File: config.mk
export PLATFORM = sky130hd
export DESIGN_NAME = framed_crc_receiver_with_ack_flat
export DESIGN_NICKNAME = d
export VERILOG_FILES = /design/src/fcrc_pkg.sv /design/src/fcrc_if.sv /design/src/fcrc_front.sv /design/src/fcrc_queue.sv /design/src/fcrc_back.sv /design/src/framed_crc_receiver_with_ack.sv /design/src/flat_wrapper.sv
export VERILOG_INCLUDE_DIRS = /design/src /design/src/src
export SDC_FILE = /design/constraint.sdc
export NUM_CORES = 1
export LEC_CHECK = 0
export ABC_CLOCK_PERIOD_IN_PS = 10400
export BUFFER_PORTS_ARGS = -buffer_cell sky130_fd_sc_hd__buf_4
export CAP_MARGIN = 15
export CORE_UTILIZATION = 50
export DETAILED_ROUTE_END_ITERATION = 7
export PLACE_DENSITY = 0.67
export SYNTH_ARGS = -nofsm -noshare
export SYNTH_HDL_FRONTEND = slang
export SYNTH_HIERARCHICAL = 1
export SYNTH_SLANG_ARGS = --single-unit
File: constraint.sdc
create_clock -name clk -period 10.4 [get_ports clk]
set_input_delay 1.04 -clock clk [delete_from_list [all_inputs] [get_ports clk]]
set_output_delay 1.04 -clock clk [all_outputs]
set_load 0.05 [all_outputs]
File: src/framed_crc_receiver_with_ack_assert.svh
// Assertion macros for the frame receiver.
`ifndef FRAMED_CRC_RECEIVER_WITH_ACK_ASSERT_SVH
`define FRAMED_CRC_RECEIVER_WITH_ACK_ASSERT_SVH

// Same-cycle implication, sampled on clk, off during reset.
`define FCRC_ASSERT_NOW(lbl, ante, cons, msg) \
  lbl: assert property (@(posedge clk) disable iff (!rst_n) (ante) |-> (cons)) \
    else $error(msg);

// Next-cycle implication.
`define FCRC_ASSERT_NEXT(lbl, ante, cons, msg) \
  lbl: assert property (@(posedge clk) disable iff (!rst_n) (ante) |=> (cons)) \
    else $error(msg);

`endif

File: src/fcrc_pkg.sv
package fcrc_pkg;

  localparam logic [7:0]  SYNC_A      = 8'hAA;
  localparam logic [7:0]  SYNC_B      = 8'h55;
  localparam logic [7:0]  TYPE_DATA   = 8'h02;
  localparam logic [7:0]  TYPE_FINISH = 8'h04;
  localparam logic [15:0] CRC_POLY    = 16'h1021;
  localparam logic [15:0] CRC_INIT    = 16'hFFFF;
  localparam logic [15:0] TICK_MAX    = 16'hFFFF;

  localparam logic [15:0] EXP_LEN_RST = 16'd401;
  localparam logic [15:0] REQ_PER_RST = 16'd20;

  localparam int CFG_IDX_W = 1;
  localparam logic [CFG_IDX_W-1:0] CFG_EXP_LEN = 1'b0;
  localparam logic [CFG_IDX_W-1:0] CFG_REQ_PER = 1'b1;

  localparam logic [1:0] KIND_PAYLOAD = 2'd0;
  localparam logic [1:0] KIND_ACK     = 2'd1;
  localparam logic [1:0] KIND_REQ     = 2'd2;
  localparam logic [1:0] KIND_FINISH  = 2'd3;

  typedef enum logic [9:0] {
    PH_SYNC0 = 10'b00_0000_0001,
    PH_SYNC1 = 10'b00_0000_0010,
    PH_TYPE  = 10'b00_0000_0100,
    PH_SEQ0  = 10'b00_0000_1000,
    PH_SEQ1  = 10'b00_0001_0000,
    PH_LEN0  = 10'b00_0010_0000,
    PH_LEN1  = 10'b00_0100_0000,
    PH_DATA  = 10'b00_1000_0000,
    PH_CRC0  = 10'b01_0000_0000,
    PH_CRC1  = 10'b10_0000_0000
  } phase_t;

  // One queued job; 'two' means a request for seq+1 follows the ack.
  typedef struct packed {
    logic [1:0]  kind;
    logic [7:0]  pbyte;
    logic [15:0] pidx;
    logic [15:0] seq;
    logic        err;
    logic        acc;
    logic        two;
  } fcrc_entry_t;

  typedef struct packed {
    logic        push;
    fcrc_entry_t entry;
  } fcrc_push_t;

  function automatic logic [15:0] crc_byte(input logic [15:0] c_in, input logic [7:0] b);
    logic [15:0] c;
    c = c_in ^ {b, 8'h00};
    for (int i = 0; i < 8; i++) begin
      c = c[15] ? ({c[14:0], 1'b0} ^ CRC_POLY) : {c[14:0], 1'b0};
    end
    return c;
  endfunction

endpackage

File: src/fcrc_if.sv
interface fcrc_in_if;
  logic       valid;
  logic       ready;
  logic       command;
  logic [7:0] rx_byte;
  modport source (output valid, command, rx_byte, input ready);
  modport sink   (input valid, command, rx_byte, output ready);
endinterface

interface fcrc_out_if;
  logic        valid;
  logic        ready;
  logic [1:0]  kind;
  logic [7:0]  payload_byte;
  logic [15:0] payload_index;
  logic [15:0] sequence_res;
  logic        ack_error;
  logic        accepted_new;
  logic        last;
  modport source (output valid, kind, payload_byte, payload_index, sequence_res,
                  ack_error, accepted_new, last, input ready);
  modport sink   (input valid, kind, payload_byte, payload_index, sequence_res,
                  ack_error, accepted_new, last, output ready);
endinterface

interface fcrc_cfg_if;
  logic        valid;
  logic        ready;
  logic [0:0]  index;
  logic [15:0] data;
  modport source (output valid, index, data, input ready);
  modport sink   (input valid, index, data, output ready);
endinterface

File: src/fcrc_front.sv
module fcrc_front import fcrc_pkg::*; (
  input  logic                 clk,
  input  logic                 rst_n,
  input  logic                 in_acc,
  input  logic                 command,
  input  logic [7:0]           rx_byte,
  input  logic                 cfg_we,
  input  logic [CFG_IDX_W-1:0] cfg_idx,
  input  logic [15:0]          cfg_data,
  output fcrc_push_t           push_o,
  output logic                 idle_o
);

  phase_t      phase_r, phase_nxt;
  logic [7:0]  type_r, type_nxt;
  logic [15:0] seq_r, seq_nxt;
  logic [15:0] len_r, len_nxt;
  logic [15:0] cnt_r, cnt_nxt;
  logic [15:0] crc_r, crc_nxt;
  logic [7:0]  crc_lo_r, crc_lo_nxt;
  logic [15:0] exp_seq_r, exp_seq_nxt;
  logic        idle_r, idle_nxt;
  logic [15:0] ticks_r, ticks_nxt;
  logic [15:0] exp_len_r, req_per_r;

  logic [15:0] tick_inc;
  logic [15:0] crc_upd;
  logic [15:0] rx_crc;
  logic [15:0] len_full;
  fcrc_push_t  p;

  assign tick_inc = (ticks_r == TICK_MAX) ? ticks_r : ticks_r + 16'd1;
  assign crc_upd  = crc_byte((phase_r == PH_TYPE) ? CRC_INIT : crc_r, rx_byte);
  assign rx_crc   = {rx_byte, crc_lo_r};
  assign len_full = {rx_byte, len_r[7:0]};

  always_comb begin
    phase_nxt   = phase_r;
    type_nxt    = type_r;
    seq_nxt     = seq_r;
    len_nxt     = len_r;
    cnt_nxt     = cnt_r;
    crc_nxt     = crc_r;
    crc_lo_nxt  = crc_lo_r;
    exp_seq_nxt = exp_seq_r;
    idle_nxt    = idle_r;
    ticks_nxt   = ticks_r;
    p           = '0;

    if (in_acc && !idle_r) begin
      if (command) begin
        if (tick_inc >= req_per_r) begin
          ticks_nxt     = '0;
          p.push        = 1'b1;
          p.entry.kind  = KIND_REQ;
          p.entry.seq   = exp_seq_r;
        end else begin
          ticks_nxt = tick_inc;
        end
      end else begin
        unique case (phase_r)
          PH_SYNC1: begin
            phase_nxt = (rx_byte == SYNC_B) ? PH_TYPE : PH_SYNC0;
          end
          PH_TYPE: begin
            type_nxt  = rx_byte;
            crc_nxt   = crc_upd;
            phase_nxt = PH_SEQ0;
          end
          PH_SEQ0: begin
            seq_nxt   = {8'h00, rx_byte};
            crc_nxt   = crc_upd;
            phase_nxt = PH_SEQ1;
          end
          PH_SEQ1: begin
            seq_nxt   = {rx_byte, seq_r[7:0]};
            crc_nxt   = crc_upd;
            phase_nxt = PH_LEN0;
          end
          PH_LEN0: begin
            len_nxt   = {8'h00, rx_byte};
            crc_nxt   = crc_upd;
            phase_nxt = PH_LEN1;
          end
          PH_LEN1: begin
            len_nxt = len_full;
            crc_nxt = crc_upd;
            cnt_nxt = '0;
            if (len_full > exp_len_r) begin
              phase_nxt = PH_SYNC0;
            end else if (len_full == 16'd0) begin
              phase_nxt = PH_CRC0;
            end else begin
              phase_nxt = PH_DATA;
            end
          end
          PH_DATA: begin
            p.push        = 1'b1;
            p.entry.kind  = KIND_PAYLOAD;
            p.entry.pbyte = rx_byte;
            p.entry.pidx  = cnt_r;
            crc_nxt       = crc_upd;
            cnt_nxt       = cnt_r + 16'd1;
            if (cnt_nxt >= len_r) begin
              phase_nxt = PH_CRC0;
            end
          end
          PH_CRC0: begin
            crc_lo_nxt = rx_byte;
            phase_nxt  = PH_CRC1;
          end
          PH_CRC1: begin
            phase_nxt   = PH_SYNC0;
            p.entry.seq = seq_r;
            priority if (rx_crc != crc_r) begin
              p.push       = 1'b1;
              p.entry.kind = KIND_ACK;
              p.entry.err  = 1'b1;
            end else if (type_r == TYPE_FINISH) begin
              idle_nxt     = 1'b1;
              p.push       = 1'b1;
              p.entry.kind = KIND_FINISH;
            end else if (type_r != TYPE_DATA) begin
              p.push = 1'b0;
            end else if (len_r != exp_len_r) begin
              p.push       = 1'b1;
              p.entry.kind = KIND_ACK;
              p.entry.err  = 1'b1;
            end else if (seq_r == exp_seq_r) begin
              p.push       = 1'b1;
              p.entry.kind = KIND_ACK;
              p.entry.acc  = 1'b1;
              p.entry.two  = 1'b1;
              exp_seq_nxt  = exp_seq_r + 16'd1;
              ticks_nxt    = '0;
            end else if (seq_r < exp_seq_r) begin
              p.push       = 1'b1;
              p.entry.kind = KIND_ACK;
            end else begin
              p.push       = 1'b1;
              p.entry.kind = KIND_ACK;
              p.entry.err  = 1'b1;
            end
          end
          default: begin
            // first sync byte; stray codes land here too
            phase_nxt = (rx_byte == SYNC_A) ? PH_SYNC1 : PH_SYNC0;
          end
        endcase
      end
    end
  end

  always_ff @(posedge clk) begin
    if (!rst_n) begin
      phase_r   <= PH_SYNC0;
      type_r    <= '0;
      seq_r     <= '0;
      len_r     <= '0;
      cnt_r     <= '0;
      crc_r     <= CRC_INIT;
      crc_lo_r  <= '0;
      exp_seq_r <= '0;
      idle_r    <= 1'b0;
      ticks_r   <= '0;
      exp_len_r <= EXP_LEN_RST;
      req_per_r <= REQ_PER_RST;
    end else begin
      phase_r   <= phase_nxt;
      type_r    <= type_nxt;
      seq_r     <= seq_nxt;
      len_r     <= len_nxt;
      cnt_r     <= cnt_nxt;
      crc_r     <= crc_nxt;
      crc_lo_r  <= crc_lo_nxt;
      exp_seq_r <= exp_seq_nxt;
      idle_r    <= idle_nxt;
      ticks_r   <= ticks_nxt;
      if (cfg_we && cfg_idx == CFG_EXP_LEN) begin
        exp_len_r <= cfg_data;
      end
      if (cfg_we && cfg_idx == CFG_REQ_PER) begin
        req_per_r <= cfg_data;
      end
    end
  end

  assign push_o = p;
  assign idle_o = idle_r;

endmodule

File: src/fcrc_queue.sv
module fcrc_queue import fcrc_pkg::*; #(
  parameter int DEPTH = 4
) (
  input  logic        clk,
  input  logic        rst_n,
  input  fcrc_push_t  push_i,
  input  logic        pop,
  output fcrc_entry_t head,
  output logic        not_empty,
  output logic        full
);

  localparam int PTR_W = (DEPTH > 1) ? $clog2(DEPTH) : 1;
  localparam int CNT_W = $clog2(DEPTH + 1);

  fcrc_entry_t        slot_r [DEPTH];
  logic [PTR_W-1:0]   wr_ptr_r, wr_ptr_nxt;
  logic [PTR_W-1:0]   rd_ptr_r, rd_ptr_nxt;
  logic [CNT_W-1:0]   cnt_r, cnt_nxt;
  logic               do_push, do_pop;

  assign full      = (cnt_r == CNT_W'(DEPTH));
  assign not_empty = (cnt_r != '0);
  assign do_push   = push_i.push && !full;
  assign do_pop    = pop && not_empty;
  assign head      = slot_r[rd_ptr_r];

  always_comb begin
    wr_ptr_nxt = wr_ptr_r;
    rd_ptr_nxt = rd_ptr_r;
    cnt_nxt    = cnt_r;
    if (do_push) begin
      wr_ptr_nxt = (wr_ptr_r == PTR_W'(DEPTH - 1)) ? '0 : wr_ptr_r + PTR_W'(1);
    end
    if (do_pop) begin
      rd_ptr_nxt = (rd_ptr_r == PTR_W'(DEPTH - 1)) ? '0 : rd_ptr_r + PTR_W'(1);
    end
    if (do_push && !do_pop) begin
      cnt_nxt = cnt_r + CNT_W'(1);
    end else if (do_pop && !do_push) begin
      cnt_nxt = cnt_r - CNT_W'(1);
    end
  end

  always_ff @(posedge clk) begin
    if (!rst_n) begin
      wr_ptr_r <= '0;
      rd_ptr_r <= '0;
      cnt_r    <= '0;
    end else begin
      wr_ptr_r <= wr_ptr_nxt;
      rd_ptr_r <= rd_ptr_nxt;
      cnt_r    <= cnt_nxt;
    end
  end

  always_ff @(posedge clk) begin
    if (do_push) begin
      slot_r[wr_ptr_r] <= push_i.entry;
    end
  end

endmodule

File: src/fcrc_back.sv
module fcrc_back import fcrc_pkg::*; (
  input  logic        clk,
  input  logic        rst_n,
  input  fcrc_entry_t head,
  input  logic        not_empty,
  output logic        pop,
  input  logic        out_ready,
  output logic        out_valid,
  output fcrc_entry_t out_res,
  output logic        out_last
);

  logic        valid_r, valid_nxt;
  logic        pend_r, pend_nxt;
  logic [15:0] req_seq_r, req_seq_nxt;
  fcrc_entry_t res_r, res_nxt;
  logic        last_r, last_nxt;
  logic        load;

  assign load = !valid_r || out_ready;

  always_comb begin
    valid_nxt   = valid_r;
    pend_nxt    = pend_r;
    req_seq_nxt = req_seq_r;
    res_nxt     = res_r;
    last_nxt    = last_r;
    pop         = 1'b0;
    if (load) begin
      if (pend_r) begin
        // request that trails a good new-frame ack
        valid_nxt    = 1'b1;
        pend_nxt     = 1'b0;
        res_nxt      = '0;
        res_nxt.kind = KIND_REQ;
        res_nxt.seq  = req_seq_r;
        last_nxt     = 1'b1;
      end else if (not_empty) begin
        pop         = 1'b1;
        valid_nxt   = 1'b1;
        res_nxt     = head;
        last_nxt    = !head.two;
        pend_nxt    = head.two;
        req_seq_nxt = head.seq + 16'd1;
      end else begin
        valid_nxt = 1'b0;
      end
    end
  end

  always_ff @(posedge clk) begin
    if (!rst_n) begin
      valid_r <= 1'b0;
      pend_r  <= 1'b0;
    end else begin
      valid_r <= valid_nxt;
      pend_r  <= pend_nxt;
    end
  end

  always_ff @(posedge clk) begin
    req_seq_r <= req_seq_nxt;
    res_r     <= res_nxt;
    last_r    <= last_nxt;
  end

  assign out_valid = valid_r;
  assign out_res   = res_r;
  assign out_last  = last_r;

endmodule

File: src/framed_crc_receiver_with_ack.sv
// Channel  | Dir | Payload                                        | Transaction when
// in_ch    | in  | command, rx_byte                               | valid & ready
// out_ch   | out | kind, payload_byte, payload_index,            | valid & ready
//          |     | sequence_res, ack_error, accepted_new, last    |
// cfg_ch   | in  | index, data                                    | valid & ready
//
// One input transaction per cycle while the queue has room; each is parsed as accepted.
// Results leave the output register at one per cycle while out_ch.ready holds; a good
// new data frame yields an ack then a request, so the result side sets the peak rate.
// in_ch.ready drops only while the QUEUE_DEPTH-entry job queue is full.
// Reset is synchronous: parse state, sequence, tick counter, queue and output valid clear.
// cfg_ch is always ready; each accepted write updates its register directly.
`include "framed_crc_receiver_with_ack_assert.svh"

module framed_crc_receiver_with_ack import fcrc_pkg::*; #(
  parameter int QUEUE_DEPTH = 4
) (
  input  logic      clk,
  input  logic      rst_n,
  fcrc_in_if.sink   in_ch,
  fcrc_out_if.source out_ch,
  fcrc_cfg_if.sink  cfg_ch
);

  fcrc_push_t  q_push;
  fcrc_entry_t q_head;
  fcrc_entry_t out_res;
  logic        q_not_empty;
  logic        q_full;
  logic        q_pop;
  logic        in_acc;
  logic        cfg_we;
  logic        front_idle;

  // Front side: take bytes/ticks whenever the queue has room.
  assign in_ch.ready  = !q_full;
  assign in_acc       = in_ch.valid && in_ch.ready;
  assign cfg_ch.ready = 1'b1;
  assign cfg_we       = cfg_ch.valid && cfg_ch.ready;

  // Parser, CRC, sequence tracking and request timer.
  fcrc_front u_front (
    .clk      (clk),
    .rst_n    (rst_n),
    .in_acc   (in_acc),
    .command  (in_ch.command),
    .rx_byte  (in_ch.rx_byte),
    .cfg_we   (cfg_we),
    .cfg_idx  (cfg_ch.index),
    .cfg_data (cfg_ch.data),
    .push_o   (q_push),
    .idle_o   (front_idle)
  );

  // Decouples parser from downstream backpressure.
  fcrc_queue #(
    .DEPTH (QUEUE_DEPTH)
  ) u_queue (
    .clk       (clk),
    .rst_n     (rst_n),
    .push_i    (q_push),
    .pop       (q_pop),
    .head      (q_head),
    .not_empty (q_not_empty),
    .full      (q_full)
  );

  // Expands jobs into result transactions behind an output register.
  fcrc_back u_back (
    .clk       (clk),
    .rst_n     (rst_n),
    .head      (q_head),
    .not_empty (q_not_empty),
    .pop       (q_pop),
    .out_ready (out_ch.ready),
    .out_valid (out_ch.valid),
    .out_res   (out_res),
    .out_last  (out_ch.last)
  );

  assign out_ch.kind          = out_res.kind;
  assign out_ch.payload_byte  = out_res.pbyte;
  assign out_ch.payload_index = out_res.pidx;
  assign out_ch.sequence_res  = out_res.seq;
  assign out_ch.ack_error     = out_res.err;
  assign out_ch.accepted_new  = out_res.acc;

  // A job is only generated for an accepted input, which requires queue room.
  `FCRC_ASSERT_NOW(a_push_has_room, q_push.push, !q_full && in_acc, "push without room")
  // Nothing new is queued once a finish frame idled the parser.
  `FCRC_ASSERT_NOW(a_idle_quiet, front_idle, !q_push.push, "job queued while idle")
  // A non-last ack is always followed by its request.
  `FCRC_ASSERT_NEXT(a_ack_then_req, out_ch.valid && out_ch.ready && !out_ch.last,
                    out_ch.valid && out_ch.kind == KIND_REQ && out_ch.last,
                    "request missing after new-frame ack")
  // accepted_new only on a good ack.
  `FCRC_ASSERT_NOW(a_acc_good, out_ch.valid && out_ch.accepted_new,
                   out_ch.kind == KIND_ACK && !out_ch.ack_error, "bad accepted_new")

endmodule

File: src/flat_wrapper.sv
// flat-port wrapper written by rule: the top's interface ports become plain ports
module framed_crc_receiver_with_ack_flat import fcrc_pkg::*;
#(
  parameter int QUEUE_DEPTH = 4
)
  (clk, rst_n, in_ch_valid, in_ch_command, in_ch_rx_byte, in_ch_ready, out_ch_valid, out_ch_kind, out_ch_payload_byte, out_ch_payload_index, out_ch_sequence_res, out_ch_ack_error, out_ch_accepted_new, out_ch_last, out_ch_ready, cfg_ch_valid, cfg_ch_index, cfg_ch_data, cfg_ch_ready);
  fcrc_in_if in_ch_i ();
  fcrc_out_if out_ch_i ();
  fcrc_cfg_if cfg_ch_i ();
  input  logic clk;
  input  logic rst_n;
  input wire logic [$bits(in_ch_i.valid)-1:0] in_ch_valid;
  input wire logic [$bits(in_ch_i.command)-1:0] in_ch_command;
  input wire logic [$bits(in_ch_i.rx_byte)-1:0] in_ch_rx_byte;
  output wire logic [$bits(in_ch_i.ready)-1:0] in_ch_ready;
  output wire logic [$bits(out_ch_i.valid)-1:0] out_ch_valid;
  output wire logic [$bits(out_ch_i.kind)-1:0] out_ch_kind;
  output wire logic [$bits(out_ch_i.payload_byte)-1:0] out_ch_payload_byte;
  output wire logic [$bits(out_ch_i.payload_index)-1:0] out_ch_payload_index;
  output wire logic [$bits(out_ch_i.sequence_res)-1:0] out_ch_sequence_res;
  output wire logic [$bits(out_ch_i.ack_error)-1:0] out_ch_ack_error;
  output wire logic [$bits(out_ch_i.accepted_new)-1:0] out_ch_accepted_new;
  output wire logic [$bits(out_ch_i.last)-1:0] out_ch_last;
  input wire logic [$bits(out_ch_i.ready)-1:0] out_ch_ready;
  input wire logic [$bits(cfg_ch_i.valid)-1:0] cfg_ch_valid;
  input wire logic [$bits(cfg_ch_i.index)-1:0] cfg_ch_index;
  input wire logic [$bits(cfg_ch_i.data)-1:0] cfg_ch_data;
  output wire logic [$bits(cfg_ch_i.ready)-1:0] cfg_ch_ready;
  assign in_ch_i.valid = in_ch_valid;
  assign in_ch_i.command = in_ch_command;
  assign in_ch_i.rx_byte = in_ch_rx_byte;
  assign in_ch_ready = in_ch_i.ready;
  assign out_ch_valid = out_ch_i.valid;
  assign out_ch_kind = out_ch_i.kind;
  assign out_ch_payload_byte = out_ch_i.payload_byte;
  assign out_ch_payload_index = out_ch_i.payload_index;
  assign out_ch_sequence_res = out_ch_i.sequence_res;
  assign out_ch_ack_error = out_ch_i.ack_error;
  assign out_ch_accepted_new = out_ch_i.accepted_new;
  assign out_ch_last = out_ch_i.last;
  assign out_ch_i.ready = out_ch_ready;
  assign cfg_ch_i.valid = cfg_ch_valid;
  assign cfg_ch_i.index = cfg_ch_index;
  assign cfg_ch_i.data = cfg_ch_data;
  assign cfg_ch_ready = cfg_ch_i.ready;
  framed_crc_receiver_with_ack #(.QUEUE_DEPTH(QUEUE_DEPTH)) u_core (.clk(clk), .rst_n(rst_n), .in_ch(in_ch_i), .out_ch(out_ch_i), .cfg_ch(cfg_ch_i));
endmodule
After elaboration in Yosys (flattened, before gate mapping)
Memories as Yosys holds them, arrays and structs flattened. A register that Yosys moved wholly into a read port is not among the register bits.
Cells that the tools add are included.
{ "totals": {"regBits": 225, "latch_bits": 0, "mem_bits_rw": 180, "mem_bits_ro": 0, "output_inout_bits": 48, "wordCells": 189, "memories": 1} }
{ "mem_list": {"columns": ["memory", "words", "width", "read_ports", "rd_clocked_by_memory_dff", "wr", "line_no", "source"], "rows": [
  ["u_core.u_queue.slot_r", 4, 45, 1, 1, 1, "fcrc_queue.sv:16", "fcrc_entry_t slot_r [DEPTH];"]
]} }
{ "classes": {"add_sub_neg": 8, "multipliers": 0, "div": 0, "magnitude_cmp": 4, "n_eq_ne": 25, "shifts": 0, "n_mux": 67, "bitwise": 18, "n_reduce_logical": 39} }
{ "ops": {"columns": ["op", "count"], "rows": [
  ["16-bit 2-to-1 mux", 12],
  ["13-bit 2-to-1 mux", 8],
  ["16-bit one-hot mux with 2 select lines", 3],
  ["10-bit one-hot mux with 9 select lines", 1],
  ["16-bit by 1-bit adder with 16-bit output (second input constant)", 4],
  ["24-bit 2-to-1 mux", 2],
  ["46-bit 2-to-1 mux", 1],
  ["45-bit 2-to-1 mux", 1],
  ["19-bit 2-to-1 mux", 2],
  ["16-bit >= comparator", 2],
  ["16-bit inequality test", 2],
  ["3-bit 2-to-1 mux", 10],
  ["3-bit inverter", 8],
  ["3-bit AND reduction", 8],
  ["9-bit 2-to-1 mux", 2],
  ["16-bit equality test", 1],
  ["16-bit equality test (second input constant)", 1],
  ["16-bit > comparator", 1],
  ["16-bit zero test", 1],
  ["16-bit < comparator", 1],
  ["2-bit 2-to-1 mux", 8],
  ["16-bit XOR", 1],
  ["1-bit 2-to-1 mux", 15],
  ["2-bit nonzero test", 7],
  ["32 further kinds", 59]
]} }

Depth between registers and ports, before layout
{ "depth": {"ltp_word": 19, "ltp_mapped": 23} }

Modules after synthesis
Netlist, hierarchy kept.
{ "modules_own_cells": {"columns": ["mod", "n_inst", "cells_each", "area_each_um2"], "rows": [
  ["fcrc_front", 1, 1159, 9276.4],
  ["fcrc_queue", 1, 286, 7035.5],
  ["fcrc_back", 1, 170, 2648.8],
  ["framed_crc_receiver_with_ack", 1, 4, 21.3]
]} }

Least setup slack after synthesis
OpenSTA, ideal clock, no wires.
{ "synth_path": {"path_kind": "reg2reg", "startpoint": "register u_core.u_front.ticks_r[0]", "endpoint": "memory u_core/u_queue/slot_r[0][0] (netlist name), enable pin", "setup_ns": 0.463, "arrival_time_ns": 4.677, "required_ns": 9.937, "path_slack_ns": 5.259, "path_stages_with_launch": 19, "synth_period_minus_slack_ns": 5.141, "path_cell_list": "dfxtp_1 ha_1 nand2_1 nor3_1 nand3_1 nand2b_1 clkbuf_1 nor2_1 xor2_1 ha_1 a21o_1 a21oi_1 o22ai_1 a211oi_1 nor2_1 or3_1 nor2b_1 buf_2 and2_1"} }
{ "synth_lines": {"columns": ["element", "line_no", "source"], "rows": [
  ["from (decl)", "fcrc_front.sv:23", "logic [15:0] ticks_r, ticks_nxt;"],
  ["from (signal assigned)", "fcrc_front.sv:178", "ticks_r <= ticks_nxt;"],
  ["to (decl)", "fcrc_queue.sv:16", null]
]} }

==> impl_metrics.json <==
{
  "crit_path_start_kind": "flop",
  "insertion_delay_ps": 580,
  "fmax_mhz": 173,
  "viasPerCell": 5.53,
  "die_w_um": 197,
  "status": "finished clean",
  "worstPathMaxFanout": 18,
  "synthesis.nets": 1723,
  "drt-initial-drc-count": 885,
  "critPathKind": "flop to flop",
  "synth_area_sq_um": 18900,
  "grt-ovfl-total": 0,
  "h-tree-depth": 2,
  "power_leakage_nw": 7.88,
  "die_h_um": 197,
  "grt_pass1_vias": 11800,
  "start_util_pct": 51.3,
  "drtPass1Iterations": 5,
  "gp_congestion": 0.846,
  "fp-row-count": 70,
  "arrival_ps": 6280,
  "avgSynthCellArea_sq_um": 11.7,
  "setup_viol": 0,
  "worst_setup_path_end_kind": "flop",
  "clk_pin_slew_ps": 60,
  "port_buffers": 77,
  "antenna_cells": 0,
  "dp_hpwl_mm": 25.4,
  "cts-hold-fix-buffers": 0,
  "slew_headroom_pct": 30.0,
  "finalCritPeriodShare_pct": 55.5,
  "powerDensity_nw_per_um2": 161,
  "worst_slack_ps": 4620,
  "cts_tree": "done",
  "required_ps": 10900,
  "maxCapViolCount": 0,
  "hold_path.class": "flop to flop",
  "worstMarginPinSlew_ps": 1050,
  "post_cts_resized": 0,
  "root_buffer": "clkbuf_16",
  "final.setup_skew_ps": 23.7,
  "cts.path.max_buffers": 3,
  "synth-warning-count": 6,
  "r2r_slack_ps": 4620,
  "ioPinCount": 79,
  "whs_ps": 446,
  "cts.sink_count": 407,
  "cts_buffers": 44,
  "maxSlewViolCount": 0,
  "peakVddDrop_mv": 0.132,
  "fin_crit_ps": 5780,
  "nFillCells": 3071,
  "grt_pass1_wl_mm": 62.7,
  "vias": 12200,
  "core-area_sq_um": 37000,
  "track_usage_pct": 20.6,
  "wl_per_cell_um": 17.6,
  "grt_setup_unrepaired": "false",
  "antenna_found_initial": 0,
  "synth_cells": 1617,
  "dp_slack_ps": 4630,
  "ant_nets": 0,
  "dieArea_sq_um": 38700,
  "syn_to_final_growth_pct": 13.2,
  "final-hold-violation-count": 0,
  "wirelength_mm": 38.8,
  "final.setup.tns_ps": 0,
  "nNetsFinal": 1777,
  "cts_setup_buffers": 0,
  "grt_max_degree": 83,
  "route.detailed.drc": 0,
  "layout-drive-gt1-share_pct": 14.8
}
==> critical path, stage by stage, from the launching register on <==
cell	delay (ps)
dfxtp_1	410
ha_1	220
nand2_1	80
nor3_1	550
nand3_1	520
nand2b_1	400
nor2_1	110
xor2_1	160
ha_1	290
a21o_1	170
a21oi_1	130
o22ai_1	80
a211oi_1	410
buf_4	250
nor2_1	50
buf_4	190
or3_1	370
nor2b_1	200
ha_1	270
inv_1	70
fa_1	180
xor2_1	70
or3_1	300
a21boi_0	190
==> final timing paths <==
check / cells past startpoint / start / endpoint
min reg2reg: 2 / u_core/u_front/type_r[5]$_SDFFE_PN0P_ / u_core/u_front/type_r[5]$_SDFFE_PN0P_
max: 23 / u_core/u_front/ticks_r[0]$_SDFFE_PN0P_ / u_core/u_queue/cnt_r[2]$_SDFFE_PN0P_
max reg2reg: 23 / u_core/u_front/ticks_r[0]$_SDFFE_PN0P_ / u_core/u_queue/cnt_r[2]$_SDFFE_PN0P_
min: 2 / u_core/u_front/type_r[5]$_SDFFE_PN0P_ / u_core/u_front/type_r[5]$_SDFFE_PN0P_
==> sequential cells by signal, indices dropped and copies added, names as in the netlist, 10 cells and up, named ones only <==
signal / cells
u_core/u_front/cnt_r: 16
u_core/u_front/len_r: 16
u_core/u_front/phase_r: 10
u_core/u_front/crc_r: 16
u_core/u_front/seq_r: 16
u_core/u_front/exp_seq_r: 16
u_core/u_front/exp_len_r: 16
u_core/u_queue/slot_r: 180
u_core/u_front/req_per_r: 16
u_core/u_back/out_res: 44
u_core/u_front/ticks_r: 16
u_core/u_back/req_seq_r: 16
==> per-layer routing <==
metal  vias up  part of all wire [%]  wire length (um)  track usage [%]
met5         -                     0                 0                0
met4         0                   1.8               713             6.06
met3        49                   5.2              2020             3.71
met2       308                    45             17600             32.3
met1      5901                    48             18500             29.2
li1       5967                     -                 -                -
==> placed cells by master, fill, tap and decap left out, drive strengths merged, types with 10 or more instances in the layout <==
master,n
nand3,32
nand2b,13
nor2,120
nand2,159
mux2,13
nand3b,10
a22oi,21
nor3,24
mux4,45
mux2i,29
clkbuf,60
and2,33
clkinv,12
edfxtp,241
xnor2,78
nand4,30
o21ai,35
ha,74
a21o,14
buf,94
a22o,16
a21oi,83
dfxtp,166
or3,13
and4,10
nor2b,42
nor4,19
o211ai,24
inv,78
xor2,36
==> power by group <==
part           switching (mW)  internal, mW
clock network           0.645         0.990
logic                  0.0672        0.0354
registers             0.00630          1.70
total                   0.719          2.73
==> area by class of cell <==
| cell class | count | area [sq um] | area share, % |
|---|---|---|---|
| sequential | 407 | 10600 | 49.3 |
| multi-input combinational | 1047 | 7700 | 35.9 |
| clock buffer | 60 | 1270 | 5.94 |
| timing repair buffer | 94 | 709 | 3.31 |
| tap | 504 | 631 | 2.94 |
| inverter | 77 | 290 | 1.35 |
| clock inverter | 22 | 274 | 1.28 |
==> metrics by stage <==
step                instance area [sq um]  cells  util (%)  power, mW
finish                              21400   2211      58.0       3.44
global route                        21400   2211      58.0       3.55
CTS                                 21400   2210      58.0       3.48
detailed placement                  19900   2128      53.8       1.84
global placement                    19900   2128      53.8       1.84
floorplan                           18900   1617         -       1.81
(Power assumes the default switching activity.)
